**src/sv/bac_pkg.sv**
```systemverilog
// Shared types, constants and modular helpers for the banded array counter.
package bac_pkg;

  localparam int COUNT_W = 30;
  localparam logic [COUNT_W-1:0] COUNT_MOD = 30'd1000000007;

  // Per-cycle commands broadcast along the cell chain
  typedef struct packed {
    logic step;   // apply one element to every cell
    logic seed;   // first element of an array
    logic shift;  // move counts one cell towards cell 0
  } bac_ctrl_t;

  // (a + b + c) mod COUNT_MOD, each operand already reduced
  function automatic logic [COUNT_W-1:0] mod_add3(input logic [COUNT_W-1:0] a,
                                                  input logic [COUNT_W-1:0] b,
                                                  input logic [COUNT_W-1:0] c);
    logic [COUNT_W+1:0] s;
    logic [COUNT_W+1:0] p1;
    logic [COUNT_W+1:0] p2;
    p1 = {2'b00, COUNT_MOD};
    p2 = p1 + p1;
    s = {2'b00, a} + {2'b00, b} + {2'b00, c};
    if (s >= p2) begin
      s = s - p2;
    end else if (s >= p1) begin
      s = s - p1;
    end
    return s[COUNT_W-1:0];
  endfunction

  // (a + b) mod COUNT_MOD, each operand already reduced
  function automatic logic [COUNT_W-1:0] mod_add2(input logic [COUNT_W-1:0] a,
                                                  input logic [COUNT_W-1:0] b);
    logic [COUNT_W:0] s;
    logic [COUNT_W:0] p1;
    p1 = {1'b0, COUNT_MOD};
    s = {1'b0, a} + {1'b0, b};
    if (s >= p1) begin
      s = s - p1;
    end
    return s[COUNT_W-1:0];
  endfunction

endpackage

```
**src/sv/bac_cell.sv**
```systemverilog
// One cell of the count chain: holds the count for a single element value.
module bac_cell import bac_pkg::*; #(
  parameter int EW         = 8,
  parameter int CELL_VALUE = 1
) (
  input  logic               clk,
  input  logic               rst_n,
  input  bac_ctrl_t          ctrl,
  input  logic [EW-1:0]      elem,
  input  logic [EW-1:0]      bound,
  input  logic [COUNT_W-1:0] left,
  input  logic [COUNT_W-1:0] right,
  output logic [COUNT_W-1:0] count
);

  logic [COUNT_W-1:0] count_r;
  logic [COUNT_W-1:0] count_nxt;
  logic               allowed;
  logic [COUNT_W-1:0] right_use;
  logic [COUNT_W-1:0] band_sum;

  always_comb begin
    allowed   = (EW'(CELL_VALUE) <= bound) && ((elem == '0) || (elem == EW'(CELL_VALUE)));
    // upper neighbour only counts while it lies inside the bound
    right_use = (EW'(CELL_VALUE + 1) <= bound) ? right : '0;
    band_sum  = mod_add3(count_r, left, right_use);
  end

  always_comb begin
    count_nxt = count_r;
    if (ctrl.shift) begin
      count_nxt = right;
    end else if (ctrl.step) begin
      if (!allowed) begin
        count_nxt = '0;
      end else if (ctrl.seed) begin
        count_nxt = COUNT_W'(1);
      end else begin
        count_nxt = band_sum;
      end
    end
  end

  always_ff @(posedge clk) begin
    if (!rst_n) begin
      count_r <= '0;
    end else begin
      count_r <= count_nxt;
    end
  end

  assign count = count_r;

endmodule

```
**config.mk**
```make
export PLATFORM = sky130hd
export DESIGN_NAME = bac_cell
export DESIGN_NICKNAME = d
export VERILOG_FILES = /design/src/sv/bac_pkg.sv /design/src/sv/bac_cell.sv
export SDC_FILE = /design/constraint.sdc
export NUM_CORES = 1
export LEC_CHECK = 0
export ABC_AREA = 1
export BUFFER_PORTS_ARGS = -buffer_cell sky130_fd_sc_hd__buf_2
export CORE_UTILIZATION = 55
export CTS_CLUSTER_SIZE = 30
export DETAILED_ROUTE_END_ITERATION = 10
export PLACE_DENSITY = 0.78
export SLEW_MARGIN = 15
export SYNTH_ARGS = -nofsm -noshare
export SYNTH_HDL_FRONTEND = slang
export SYNTH_SLANG_ARGS = --single-unit
```
**constraint.sdc**
```tcl
create_clock -name clk -period 14.12 [get_ports clk]
set_input_delay 3.53 -clock clk [delete_from_list [all_inputs] [get_ports clk]]
set_output_delay 3.53 -clock clk [all_outputs]
set_load 0.005 [all_outputs]
```
==> impl_results.md <==
* FF/Latch Area at 601 sq um
* Crit Path Class: in2reg
* Core Region at 12100 sq um
* Die height at 113 microns
* Synth unique cells at 40
* Antenna cell count at 0
* Worst hold slack at 0.608 ns
* Yosys reg bits at 30
* Root buf cell: clkbuf_16
* Wirelength, routed at 20.5 mm
* Final min period at 8.66 ns
* Pre-CTS WS at 5.11 ns
* Area share of the largest cell type after synthesis at 0.244
* Gr ovfl total at 0
* Slowest cell on crit path: nand3_2
* Outcome: finished clean
* WP buf/inv at 4
* Period utilization at 0.613
* Crit. End Element: flop
* CTS tree: yes
* Overall Global Routing Usage at 0.330
* Leak Pwr at 4.34 nW
* Cell family with most CP delay: simple AND/OR/NAND/NOR gates
* Port Buf Inserts at 109
* Pwr per Cell Area at 112 nW/um^2
* Vias in the first global route at 7159
* Crit Path Max Fanout at 31
* DIE WIDTH at 113 microns
* FP Rows at 40
* Area delta synth->final at 11.4%
* CP max stage delay at 0.67 ns
* Overall power at 0.851 mW
* Area of the multi-input gates at 5230 sq um
* Post-DRT Antenna Nets at 0
* Die Footprint at 12800 sq um
* DR WL/cell at 13.7 microns
* DP Cell Count at 1489
* Synth area leaders: nand2_1 (24%), inv_1 (10%), nand3_1 (9.6%), fa_1 (9.1%), dfxtp_1 (8.8%)
* Initial antenna violation count at 0
* # hold bufs at CTS at 0
* Slew HR at 0.258
* Final slew viol count at 0
* Post-synthesis cell count at 1235
* Worst EP required at 14.32 ns
* Initial Util at 0.565
* Vias at 7885
* 1st-iter DRT viols at 655
* Critical Path AT at 8.86 ns
* Area of the mapped netlist at 6810 sq um
* Slew @ Worst Pin at 1.11 ns
* DRC Markers at 0
* CTS Buffer Depth at 2
* Nets at 1472
* Setup TNS at 0 ns
* Resized Gates After CTS at 0
* H-tree lvl count at 2
* Hpwl dp at 16.7 mm
* Layout fillers at 1238
* Synthesized area per cell at 5.52 sq um
* Most frequent cells in the layout: nand2_1 (443), inv_1 (185), nand3_1 (129)
* Max cap viols at 0
* Clock sink total at 30
* Layout Cells excl Fill at 1497
* DR vias/cell at 5.27
* RSZ-0062 raised after global routing: false
* Yosys warnings at 0
* Crit path setup slack, layout at 5.46 ns
* Fmax at 0.115 GHz
* Share of cells above drive strength 1 at 0.185
* Clk_skew at 0.00833 ns
* Worst hold path class: reg2reg
* Reg clk slew, reported paths at 0.06 ns
* Register area share after synthesis at 0.0882
* Largest net degree at the start of global routing at 34
* CP Launch Type: input port
* Syn Nets at 1379
* Inserted Clock Buffers at 5
* Drt first pass iters at 5
* First-pass GRT wire length at 33.7 mm
* Hold Violations, Final at 0
* Post-CTS Setup Repair Bufs at 0
* Setup Viol. Count Final at 0
* # IOs at 111
* Clock latency on the worst-skew pair at 0.29 ns
* Area leader, netlist: nand2_1
* Max IR drop VDD at 0.0000810 V
* RePlAce Congestion at 0.963
* Most common cell after layout, fill and taps aside: nand2_1
* Max FFs per register at 30
* Cell mode on critical path: nand2_1
==> metal layers <==
| metal | global-route usage | vias up | wire (microns) |
|---|---|---|---|
| met5 | 0 | - | 0 |
| met4 | 0.0965 | 0 | 406 |
| met3 | 0.0295 | 29 | 1650 |
| met2 | 0.543 | 300 | 9240 |
| met1 | 0.459 | 3519 | 9190 |
| li1 | - | 4037 | - |
==> cell type report <==
cell class,instances,share of cell area
Clock buffer,7,0.0188
Clock inverter,1,0.000660
Inverter,220,0.109
Multi-Input combinational cell,959,0.690
Sequential cell,30,0.0792
Tap cell,168,0.0277
Timing Repair Buffer,112,0.0749
==> synth_stat cells <==
master,number
inv_2,34
nor2_1,105
nand2_4,2
o21bai_1,3
buf_1,1
a21oi_1,54
buf_8,1
nand2_1,443
a211oi_1,1
nor2_8,1
nand2_2,35
o31ai_1,1
nor3b_1,1
inv_1,185
nor4_1,2
a22oi_1,29
a311oi_1,1
nand4_1,11
o21ai_0,5
clkinv_1,1
dfxtp_1,30
o21a_1,1
o21ai_1,2
nor2_2,18
o2111a_1,1
nor2_4,7
or2_2,2
and2_1,6
buf_6,6
clkbuf_1,12
fa_1,31
and2_4,1
and3_1,1
nand3b_1,5
nor3_1,4
buf_4,1
buf_2,5
ha_1,32
nand3_2,24
nand3_1,130
==> report_power, final <==
group          total (mW)  internal, mW  switching [mW]
Sequential         0.0932        0.0889         0.00421
Clock               0.116        0.0701          0.0464
Combinational       0.641         0.203           0.437
==> tightest hold or removal path, delay by kind of cell, from the launching register on <==
family,cells,cell delay (ns)
AOI/OAI and AO/OA,2,0.21
DFF,1,0.36
==> final timing paths <==
kind                                start  cells past startpoint         to  slack, ns
worst max-delay path             bound[4]                     28  count[18]       5.46
worst min-delay path            count[16]                      2  count[16]       0.61
worst max register to register   count[1]                     23  count[18]       9.29
worst min register to register  count[16]                      2  count[16]       0.61
==> logic make-up (layout without fill, tap and decap cells) <==
family,Yosys count,in the layout,synth area share
adder cells (fa/ha/maj),63,63,0.150
AO/OA/AOI/OAI,98,98,0.0863
AND/OR/NAND/NOR,798,798,0.530
flip-flops,30,30,0.0882
buffers and inverters,246,340,0.145
==> per-stage QoR <==
stage               instance area, sq um  utilization
global route                        7590        0.629
global placement                    7430        0.616
finish                              7590        0.629
CTS                                 7580        0.629
floorplan                           6810            -
detailed placement                  7430        0.616
(Power assumes the default switching activity.)
