<file path="config.mk">
export PLATFORM = sky130hd
export DESIGN_NAME = bac_accum
export DESIGN_NICKNAME = d
export VERILOG_FILES = /design/src/sv/bac_pkg.sv /design/src/sv/bac_accum.sv
export SDC_FILE = /design/constraint.sdc
export NUM_CORES = 1
export LEC_CHECK = 0
export BUFFER_PORTS_ARGS = -buffer_cell sky130_fd_sc_hd__buf_2
export CORE_MARGIN = 2
export CORE_UTILIZATION = 25
export CTS_CLUSTER_SIZE = 10
export DETAILED_ROUTE_END_ITERATION = 12
export GPL_TIMING_DRIVEN = 0
export PLACE_DENSITY_LB_ADDON = 0.3
export SKIP_LAST_GASP = 1
export SYNTH_ARGS = -nofsm -noshare
export SYNTH_HDL_FRONTEND = slang
export SYNTH_SLANG_ARGS = --single-unit
</file>
<file path="constraint.sdc">
create_clock -name clk -period 9.7 [get_ports clk]
set_input_delay 1.94 -clock clk [delete_from_list [all_inputs] [get_ports clk]]
set_output_delay 1.94 -clock clk [all_outputs]
set_load 0.005 [all_outputs]
</file>
<file path="src/sv/bac_pkg.sv">
// Shared types, constants and modular helpers for the banded array counter.
package bac_pkg;

  localparam int COUNT_W = 30;
  localparam logic [COUNT_W-1:0] COUNT_MOD = 30'd1000000007;

  // Per-cycle commands broadcast along the cell chain
  typedef struct packed {
    logic step;   // apply one element to every cell
    logic seed;   // first element of an array
    logic shift;  // move counts one cell towards cell 0
  } bac_ctrl_t;

  // (a + b + c) mod COUNT_MOD, each operand already reduced
  function automatic logic [COUNT_W-1:0] mod_add3(input logic [COUNT_W-1:0] a,
                                                  input logic [COUNT_W-1:0] b,
                                                  input logic [COUNT_W-1:0] c);
    logic [COUNT_W+1:0] s;
    logic [COUNT_W+1:0] p1;
    logic [COUNT_W+1:0] p2;
    p1 = {2'b00, COUNT_MOD};
    p2 = p1 + p1;
    s = {2'b00, a} + {2'b00, b} + {2'b00, c};
    if (s >= p2) begin
      s = s - p2;
    end else if (s >= p1) begin
      s = s - p1;
    end
    return s[COUNT_W-1:0];
  endfunction

  // (a + b) mod COUNT_MOD, each operand already reduced
  function automatic logic [COUNT_W-1:0] mod_add2(input logic [COUNT_W-1:0] a,
                                                  input logic [COUNT_W-1:0] b);
    logic [COUNT_W:0] s;
    logic [COUNT_W:0] p1;
    p1 = {1'b0, COUNT_MOD};
    s = {1'b0, a} + {1'b0, b};
    if (s >= p1) begin
      s = s - p1;
    end
    return s[COUNT_W-1:0];
  endfunction

endpackage

</file>
<file path="src/sv/bac_accum.sv">
// Modular accumulator that totals the counts drained out of the chain.
module bac_accum import bac_pkg::*; (
  input  logic               clk,
  input  logic               rst_n,
  input  logic               clear,
  input  logic               add_en,
  input  logic [COUNT_W-1:0] value,
  output logic [COUNT_W-1:0] acc
);

  logic [COUNT_W-1:0] acc_r;
  logic [COUNT_W-1:0] acc_nxt;

  always_comb begin
    acc_nxt = acc_r;
    if (clear) begin
      acc_nxt = '0;
    end else if (add_en) begin
      acc_nxt = mod_add2(acc_r, value);
    end
  end

  always_ff @(posedge clk) begin
    if (!rst_n) begin
      acc_r <= '0;
    end else begin
      acc_r <= acc_nxt;
    end
  end

  assign acc = acc_r;

endmodule

</file>
==> summary.md <==
| Metric | Value |
|---|---|
| Outcome | `finished clean` |
| Layout area overhead | `18.5%` |
| Area contributors post-synth | `dfxtp_1 15%, ha_1 9.9%, o21ai_0 6.8%` |
| Pleak | `1.95 nW` |
| Final number of setup-violating endpoints | `0` |
| Nets | `678` |
| Core area | `15300 µm²` |
| Final antenna-violating net count | `0` |
| Rel. slew slack | `0.517` |
| Post-CTS resize count | `0` |
| Die width | `129 µm` |
| PortBufs | `63` |
| First-pass GRT wire length | `21000 µm` |
| DP Wirelength | `10500 µm` |
| Top sig layer | `met4` |
| Reg power frac | `0.244` |
| Sequential cell area | `601 µm²` |
| Initial antenna violation count | `0` |
| Synth unique cells | `72` |
| Routed wl met2 | `5860 µm` |
| Post-synthesis compound-gate area fraction | `0.347` |
| Synth Area in Adders | `0.104` |
| Total GRT Usage | `0.159` |
| CP max stage cell | `nor4b_2` |
| Synth Flop Type | `dfxtp_1` |
| Multi-input logic area | `3150 µm²` |
| Final worst path period share | `0.613` |
| Setup_tns | `0 ps` |
| Slew @ Worst Pin | `721 ps` |
| CP Launch Type | `input pin` |
| Max Clk Rate | `168 MHz` |
| Setup CP Type | `input pin to flop` |
| Post-synthesis sequential area ratio | `0.153` |
| Area leader, netlist | `dfxtp_1` |
| Design Power | `0.568 mW` |
| Yosys warning count | `0` |
| CTS tree | `done` |
| Cell count after synthesis | `542` |
| Synthesized flop and latch total | `30` |
| Critical path data required time | `9840 ps` |
| Area share of and/or/nand/nor cells after synthesis | `0.257` |
| Fin cells | `824` |
| H-tree depth | `2` |
| CP max FO | `10` |
| Mux cell area share after synthesis | `0.00830` |
| Fillers | `1697` |
| Slew Limit Fails | `0` |
| Worst Reg-to-Reg Cells | `14` |
| CP peak stage delay | `580 ps` |
| P_sw | `0.233 mW` |
| Largest net degree at the start of global routing | `11` |
| Crit path DAT | `6090 ps` |
| Worst hold margin | `487 ps` |
| Clock transition at path regs | `50 ps` |
| Final WL | `13100 µm` |
| Cell row count | `45` |
| Starting density of the core | `0.257` |
| Hold path depth | `2` |
| CTS Buf Count | `5` |
| Setup bufs post-CTS | `0` |
| Synth Cell Area | `3920 µm²` |
| Max reg flops | `30` |
| Synth Area in XOR/XNOR | `0.0871` |
| Sw Ratio | `0.411` |
| Clock Path Buffers | `2` |
| Cells along the critical path | `buf_2 > ha_1 > a211oi_1 > nor2_1 > clkbuf_1 > a31o_2 > nor4b_2 > a21oi_1 > a211oi_1 > o221ai_1 > a311oi_2 > buf_2 > a211oi_1 > xnor2_1 > a21oi_1` |
| Skew final | `2.97 ps` |
| Async S/R FF share, synth | `0` |
| Fin. Hold Viols | `0` |
| Syn Area/Cell | `7.23 µm²` |
| Critical Path End Type | `flop` |
| Routed vias | `4171` |
| Clock Sinks | `30` |
| Cell mode on critical path | `a211oi_1` |
| Met3 WL | `539 µm` |
| Gp weighted congestion | `0.866` |
| Die Height | `129 µm` |
| RSZ-0062 raised after global routing | `false` |
| Int Pwr | `0.335 mW` |
| GRT overflow | `0` |
| Comb pwr share | `0.470` |
| DRC viols | `0` |
| M1 wire length | `6560 µm` |
| Clk pwr share | `0.286` |
| CTS root buf | `clkbuf_16` |
| Synth Net Count | `608` |
| Max_cap viols | `0` |
| DR WL/cell | `15.9 µm` |
| Placed Cells | `816` |
| Main combinational cell family by area after synthesis | `compound AO/OA/AOI/OAI gates` |
| # IOs | `64` |
| Clock latency on the worst-skew pair | `290 ps` |
| Fraction of layout cells with a size suffix above 1 | `0.173` |
| Pwr/cell area | `122 nW/µm²` |
| TritonRoute pass-1 iters | `5` |
| Hold buffer count at CTS | `0` |
| Ant diodes | `0` |
| Hold Path Class | `flop to flop` |
| Number of synthesized flops with an enable pin | `0` |
| DR iter-0 viols | `349` |
| Number of global-route vias before repair | `3988` |
| Die Footprint | `16700 µm²` |
| Via/cell ratio | `5.06` |
| Max IR drop VDD | `0.0616 mV` |
| Post-synth top area share | `0.153` |
| Min Clock Period, post-route | `5950 ps` |
==> Yosys cell counts (11+ instances only) <==
cell type,instances
nand2_1,55
o21ai_0,53
a21oi_1,48
nor2_1,34
ha_1,31
dfxtp_1,30
nor3_1,27
xnor2_1,25
a21o_1,17
clkbuf_1,15
xor2_1,14
nand4_1,11
==> cells by family (layout without fill, tap and decap cells) <==
| family | Yosys count | after routing |
|---|---|---|
| buf+inv | 39 | 110 |
| compound gates | 203 | 203 |
| mux | 3 | 3 |
| simple gates | 196 | 196 |
| fa+ha+maj | 32 | 32 |
| xor+xnor | 39 | 39 |
| flops | 30 | 30 |
==> layout by cell type (no fill, tap or decap), types with 6 or more instances in the layout <==
master | netlist | layout
a211oi_1 | 10 | 10
a21o_1 | 17 | 17
a21oi_1 | 48 | 48
a31oi_1 | 6 | 6
and2_1 | 9 | 9
buf_2 | 10 | 73
clkbuf_1 | 15 | 16
dfxtp_1 | 30 | 30
ha_1 | 31 | 31
inv_1 | 10 | 10
nand2_1 | 55 | 55
nand3_1 | 10 | 10
nand4_1 | 11 | 11
nor2_1 | 34 | 34
nor2b_1 | 6 | 6
nor3_1 | 27 | 27
nor4_1 | 9 | 9
o211ai_1 | 8 | 8
o21a_1 | 10 | 10
o21ai_0 | 53 | 53
xnor2_1 | 25 | 25
xor2_1 | 14 | 14
==> metrics by stage <==
step                      utilization  instance area [µm²]  setup WS [ps]
after global placement          0.295                 4500           3470
after CTS                       0.305                 4650           3740
after floorplan                     -                 3920           4220
after global routing            0.305                 4650           3390
final                           0.305                 4650           3750
after detailed placement        0.295                 4500           3450
==> path summary, 6_finish.rpt <==
kind / from / end / slack, ps
max: value[1] / acc[26] / 3750
min reg2reg: acc[22] / acc[22] / 490
max reg2reg: acc[1] / acc[26] / 5170
min: acc[22] / acc[22] / 490
==> routing by layer <==
| layer | vias up | GRT usage |
|---|---|---|
| li1 | 2182 | - |
| met1 | 1894 | 0.222 |
| met2 | 83 | 0.258 |
| met3 | 12 | 0.0231 |
| met4 | 0 | 0.0371 |
| met5 | - | 0 |
==> worst max-delay path: cells and delay by family <==
family                   cells  cell delay (ps)
adder cells (fa/ha/maj)      1              300
XOR/XNOR                     1              260
AO/OA/AOI/OAI                8             2120
AND/OR/NAND/NOR              2              760
buffers and inverters        3              700
==> power by group through the flow <==
stage	Clock (mW)	Combinational, mW	Sequential (mW)
floorplan	0	0.196	0.140
global placement	0	0.263	0.142
detailed placement	0	0.263	0.142
CTS	0.165	0.265	0.139
global route	0.170	0.297	0.140
finish	0.162	0.267	0.139
==> final cells by class <==
class / count / area share
clock buffers: 7 / 0.0307
flip-flops and latches: 30 / 0.129
plain buffers: 29 / 0.0285
well taps: 211 / 0.0568
multi-input cells: 473 / 0.678
clock inverters: 1 / 0.00108
inverters: 10 / 0.00808
repair buffers: 63 / 0.0679
(Power assumes the default switching activity.)
